==> src/sv/ltc_pkg.sv <==
// ============================================================================
// ltc_pkg
// Shared constants, codes and control structs of the line table cursor tracker
// ============================================================================
`default_nettype none

package ltc_pkg;

    localparam int MAX_LINES_DEF = 1024;
    localparam int LEN_BITS_DEF  = 16;

    localparam logic [7:0] NEWLINE_CODE = 8'd10;

    // operation selector codes
    localparam logic [2:0] FN_INSERT    = 3'd0;
    localparam logic [2:0] FN_BACKSPACE = 3'd1;
    localparam logic [2:0] FN_DELETE    = 3'd2;
    localparam logic [2:0] FN_SET       = 3'd3;
    localparam logic [2:0] FN_MOVE_H    = 3'd4;
    localparam logic [2:0] FN_MOVE_V    = 3'd5;

    // status codes
    localparam logic [1:0] ST_OK    = 2'd0;
    localparam logic [1:0] ST_RANGE = 2'd1;
    localparam logic [1:0] ST_FULL  = 2'd2;
    localparam logic [1:0] ST_NODEL = 2'd3;

    typedef enum logic [2:0] {
        RD_ROW, RD_B, RD_ZERO, RD_LAST, RD_DROP0, RD_INC, RD_DEC
    } rd_sel_t;

    typedef enum logic [2:0] {
        WR_NONE, WR_PRIM, WR_UP, WR_DOWN, WR_CLR, WR_RIGHT
    } wr_sel_t;

    typedef enum logic [2:0] {
        K_NONE, K_WRITE, K_NL, K_JOIN, K_PLACE
    } kind_t;

    typedef enum logic [1:0] {
        PM_KEEP, PM_INC, PM_DEC, PM_ACC
    } pos_mode_t;

    typedef enum logic [1:0] {
        LM_KEEP, LM_INC, LM_DEC
    } last_mode_t;

    typedef struct packed {
        logic    load;
        rd_sel_t rd_sel;
        logic    cap_a;
        logic    eval;
        wr_sel_t wr_sel;
        logic    acc_add;
        logic    commit;
    } cmd_t;

    typedef struct packed {
        kind_t eval_kind;
        logic  eval_nr_zero;
        logic  up_move;
        logic  up_end;
        logic  drop_move;
        logic  down_end;
        logic  sum_end;
    } stat_t;

endpackage

`default_nettype wire

==> src/sv/ltc_ctrl.sv <==
// ============================================================================
// ltc_ctrl
// Sequencer: reads operands, branches on the plan, walks the table loops
// ============================================================================
`default_nettype none

module ltc_ctrl
    import ltc_pkg::*;
(
    input  logic  clk,
    input  logic  rst_n,
    input  logic  req_valid,
    output logic  req_ready,
    output logic  rsp_valid,
    input  logic  rsp_ready,
    input  stat_t stat,
    output cmd_t  cmd
);

    typedef enum logic [9:0] {
        S_IDLE = 10'b0000000001,
        S_RDB  = 10'b0000000010,
        S_EVAL = 10'b0000000100,
        S_WR   = 10'b0000001000,
        S_UP   = 10'b0000010000,
        S_NLW  = 10'b0000100000,
        S_DOWN = 10'b0001000000,
        S_CLR  = 10'b0010000000,
        S_SUM  = 10'b0100000000,
        S_DONE = 10'b1000000000
    } state_t;

    state_t state_reg, state_next;
    kind_t  kind_reg, kind_next;
    logic   out_valid_reg, out_valid_next;

    always_comb
    begin
        cmd            = '{load: 1'b0, rd_sel: RD_ROW, cap_a: 1'b0, eval: 1'b0,
                           wr_sel: WR_NONE, acc_add: 1'b0, commit: 1'b0};
        state_next     = state_reg;
        kind_next      = kind_reg;
        req_ready      = 1'b0;
        out_valid_next = out_valid_reg && !rsp_ready;
        unique case (state_reg)
            S_IDLE:
            begin
                req_ready = 1'b1;
                if (req_valid)
                begin
                    cmd.load   = 1'b1;
                    state_next = S_RDB;
                end
            end
            S_RDB:
            begin
                cmd.cap_a  = 1'b1;
                cmd.rd_sel = RD_B;
                state_next = S_EVAL;
            end
            S_EVAL:
            begin
                cmd.eval   = 1'b1;
                cmd.rd_sel = RD_ZERO;
                kind_next  = stat.eval_kind;
                if (stat.eval_kind == K_WRITE || stat.eval_kind == K_NL ||
                    stat.eval_kind == K_JOIN)
                    state_next = S_WR;
                else if (stat.eval_kind == K_PLACE && !stat.eval_nr_zero)
                    state_next = S_SUM;
                else
                    state_next = S_DONE;
            end
            S_WR:
            begin
                cmd.wr_sel = WR_PRIM;
                if (kind_reg == K_NL)
                begin
                    if (stat.up_move)
                    begin
                        cmd.rd_sel = RD_LAST;
                        state_next = S_UP;
                    end
                    else
                        state_next = S_NLW;
                end
                else if (kind_reg == K_JOIN)
                begin
                    if (stat.drop_move)
                    begin
                        cmd.rd_sel = RD_DROP0;
                        state_next = S_DOWN;
                    end
                    else
                        state_next = S_CLR;
                end
                else
                    state_next = S_DONE;
            end
            S_UP:
            begin
                cmd.wr_sel = WR_UP;
                if (stat.up_end)
                    state_next = S_NLW;
                else
                    cmd.rd_sel = RD_DEC;
            end
            S_NLW:
            begin
                cmd.wr_sel = WR_RIGHT;
                state_next = S_DONE;
            end
            S_DOWN:
            begin
                cmd.wr_sel = WR_DOWN;
                if (stat.down_end)
                    state_next = S_CLR;
                else
                    cmd.rd_sel = RD_INC;
            end
            S_CLR:
            begin
                cmd.wr_sel = WR_CLR;
                state_next = S_DONE;
            end
            S_SUM:
            begin
                cmd.acc_add = 1'b1;
                if (stat.sum_end)
                    state_next = S_DONE;
                else
                    cmd.rd_sel = RD_INC;
            end
            S_DONE:
            begin
                if (!out_valid_reg || rsp_ready)
                begin
                    cmd.commit     = 1'b1;
                    out_valid_next = 1'b1;
                    state_next     = S_IDLE;
                end
            end
            default:
            begin
                state_next = S_IDLE;
            end
        endcase
    end

    always_ff @(posedge clk or negedge rst_n)
    begin
        if (!rst_n)
        begin
            state_reg     <= S_IDLE;
            kind_reg      <= K_NONE;
            out_valid_reg <= 1'b0;
        end
        else
        begin
            state_reg     <= state_next;
            kind_reg      <= kind_next;
            out_valid_reg <= out_valid_next;
        end
    end

    assign rsp_valid = out_valid_reg;

endmodule

`default_nettype wire

==> config.mk <==
export PLATFORM = sky130hd
export DESIGN_NAME = ltc_ctrl
export DESIGN_NICKNAME = d
export VERILOG_FILES = /design/src/sv/ltc_pkg.sv /design/src/sv/ltc_ctrl.sv
export SDC_FILE = /design/constraint.sdc
export NUM_CORES = 1
export LEC_CHECK = 0
export BUFFER_PORTS_ARGS = -buffer_cell sky130_fd_sc_hd__buf_4
export CORE_UTILIZATION = 45
export DETAILED_ROUTE_END_ITERATION = 12
export MAX_ROUTING_LAYER = met4
export PLACE_DENSITY = 0.68
export SYNTH_ARGS = -nofsm -noshare
export SYNTH_HDL_FRONTEND = slang
export SYNTH_SLANG_ARGS = --single-unit
==> constraint.sdc <==
create_clock -name clk -period 5.1 [get_ports clk]
set_input_delay 0.51 -clock clk [delete_from_list [all_inputs] [get_ports clk]]
set_output_delay 0.51 -clock clk [all_outputs]
set_load 0.05 [all_outputs]
==> results.py <==
metrics = {
    "die": {
        "die_height_um": 50.2,
        "coreArea_um2": 2190,
        "ios": 26,
        "rows": 17,
        "start_util": 0.476,
        "dieArea_um2": 2520,
        "die_width_um": 50.2,
    },
    "synth": {
        "async_flop_share": 1.00,
        "synth_top_area_cell": "dfrtp_1",
        "synth_edf_count": 0,
        "syn_area_um2": 1040,
        "synth.net_count": 134,
        "synth_top_cell_area_share": 0.312,
        "ys.flop_type": "dfrtp_1",
        "ys_types": 43,
        "synth_area_leaders": "dfrtp_1 (31%), nor2_1 (5.4%), nor3_1 (4.8%), mux2_4 (4.3%), nor4_4 (4.1%)",
        "synth-seq-cells": 14,
        "synthCells": 121,
        "yosysWarnings": 0,
        "avgSynthCellArea_um2": 8.62,
        "synth-seq-area-share": 0.337,
    },
    "clocking": {
        "clock-sinks": 14,
        "path_clk_slew_ns": 0.09,
        "ctsResizeCount": 0,
        "cts-root-buf": "clkbuf_4",
        "cts_buffer_depth": 2,
        "htreeDepth": 1,
        "cts-buffers-inserted": 3,
        "hold_buffers": 0,
        "cts_tree": "done",
        "clock_latency_ns": 0.28,
        "cts_setup_buffers": 0,
    },
    "placed_design": {
        "port_buffers": 25,
        "dp_worst_setup_slack_ns": 2.56,
        "place_hpwl_um": 1860,
        "gp_congestion": 0.823,
        "postPlaceCellArea_um2": 1220,
    },
    "worst_setup_path": {
        "cp_max_fo": 8,
        "path_cells": "nor4_4 > nand2b_1 > or3_1 > o32ai_1 > buf_4",
        "r2r_slack_ns": 3.04,
        "start_kind": "flip-flop",
        "path_class": "flip-flop to primary output",
        "endpoint_kind": "primary output",
        "r2r_start": "state_reg[5]",
        "slowest_delay_ns": 0.46,
        "critPathTopFamily": "simple AND/OR/NAND/NOR gates",
        "cp_data_arrival_time_ns": 2.34,
        "regToRegEndpoint": "kind_reg[1]",
        "critPathRequiredTime_ns": 4.59,
        "path_buf_inv": 1,
        "r2r_cells": 4,
        "crit_slowest_cell": "dfrtp_1",
    },
    "global_route": {
        "grt_pass1_vias": 910,
        "antenna_found_initial": 0,
        "grt_pass1_wl_um": 4000,
        "grt_overflow": 0,
        "grt_use_total": 0.214,
        "grt_max_degree": 15,
    },
    "power_and_ir_drop": {
        "finalPower_uw": 549,
        "vdd_ir_drop_max_mv": 0.425,
        "power_density_nw_per_um2": 437,
        "p_leak_nw": 0.578,
    },
    "layout": {
        "final_layout_size_suffix_gt1_frac": 0.301,
        "area_growth_pct": 20.3,
        "diodes": 0,
        "nFillCells": 204,
        "nets": 157,
        "seq_area_um2": 352,
        "most-common-layout-cells": "buf_4 (25), nor2_1 (15), dfrtp_1 (13)",
        "mostFrequentLayoutCell": "buf_4",
        "largest_register_ffs": 10,
        "post-route-cell-area_um2": 1250,
        "multi_input_area_um2": 633,
    },
    "sta": {
        "finClkSkew_ns": 0.00852,
        "relSlewSlack": 0.662,
        "min_period_ns": 2.85,
        "tightest_slew_ns": 0.503,
        "tns_ns": 0,
        "report.final.slew_viol_count": 0,
        "setup-violations-final": 0,
        "layout_setup_ws_ns": 2.25,
        "clock.fmax_mhz": 350,
        "hold_viol": 0,
        "rsz0062_at_grt": "false",
        "fin_crit_sh": 0.559,
    },
    "route": {
        "num_vias": 977,
        "totalWireLength_um": 2450,
        "routed_via_density": 5.71,
        "remaining_drc_errors": 0,
        "ant_nets": 0,
        "drt_pass1_iterations": 4,
        "drtIter0Drc": 33,
        "wl_per_cell_um": 14.3,
    },
    "min_path": {
        "min_path_type": "primary input to async pin",
    },
    "flow_run": {
        "maxCapViolations": 0,
    },
    "run_status": {
        "status": "finished, final reports clean",
    },
}
[metrics by stage]
step / util / cells / hold WS, ns
after floorplan: - / 121 / 0.214
after global placement: 0.556 / 167 / 0.370
after detailed placement: 0.556 / 167 / 0.372
after CTS: 0.573 / 171 / 0.0667
after global routing: 0.573 / 171 / 0.0669
final: 0.573 / 171 / 0.0577
[routing by layer]
| layer | track usage | part of all wire | vias up |
|---|---|---|---|
| met5 | - | 0 | - |
| met4 | 0.0571 | 0.0061 | 0 |
| met3 | 0.0212 | 0.054 | 2 |
| met2 | 0.347 | 0.47 | 33 |
| met1 | 0.285 | 0.47 | 458 |
| li1 | - | - | 484 |
[cell usage after synthesis (5+ instances only)]
cell type	count
nand2_1	9
nor2_1	15
nand2b_1	5
o21ai_0	7
dfrtp_1	13
nor3_1	10
[how the worst max path moves through the flow]
stage	end	slack, ns	startpoint	depth (start not counted)
2_1_floorplan	cmd[2]	2.00	state_reg[1]	5
3_3_place_gp	cmd[2]	2.54	state_reg[1]	5
3_5_place_dp	cmd[2]	2.56	state_reg[1]	5
4_1_cts	cmd[2]	2.24	state_reg[1]	5
5_1_grt	cmd[2]	2.13	state_reg[1]	5
6_report	cmd[2]	2.25	state_reg[1]	5
[report_power, final]
group | switching, mW | leakage [nW] | internal [mW] | total, mW
clock | 0.0365 | 0.0210 | 0.0434 | 0.0799
combinational | 0.182 | 0.373 | 0.117 | 0.298
sequential | 0.0316 | 0.183 | 0.140 | 0.171
[layout make-up]
| cell class | instances | area share |
|---|---|---|
| Multi-Input combinational cell | 97 | 0.504 |
| Sequential cell | 14 | 0.280 |
| Timing Repair Buffer | 25 | 0.150 |
| Clock buffer | 4 | 0.0289 |
| Tap cell | 28 | 0.0279 |
| Inverter | 3 | 0.00897 |
[logic make-up (layout without fill, tap and decap cells)]
group	Yosys count	count (layout)	synth area share
xor gates and xnor gates	4	4	0.0336
DFF	14	14	0.337
and+or+nand+nor	68	68	0.390
buffers and inverters	10	32	0.0563
muxes	3	3	0.0432
AOI/OAI and AO/OA	22	22	0.140
(Power assumes the default switching activity.)
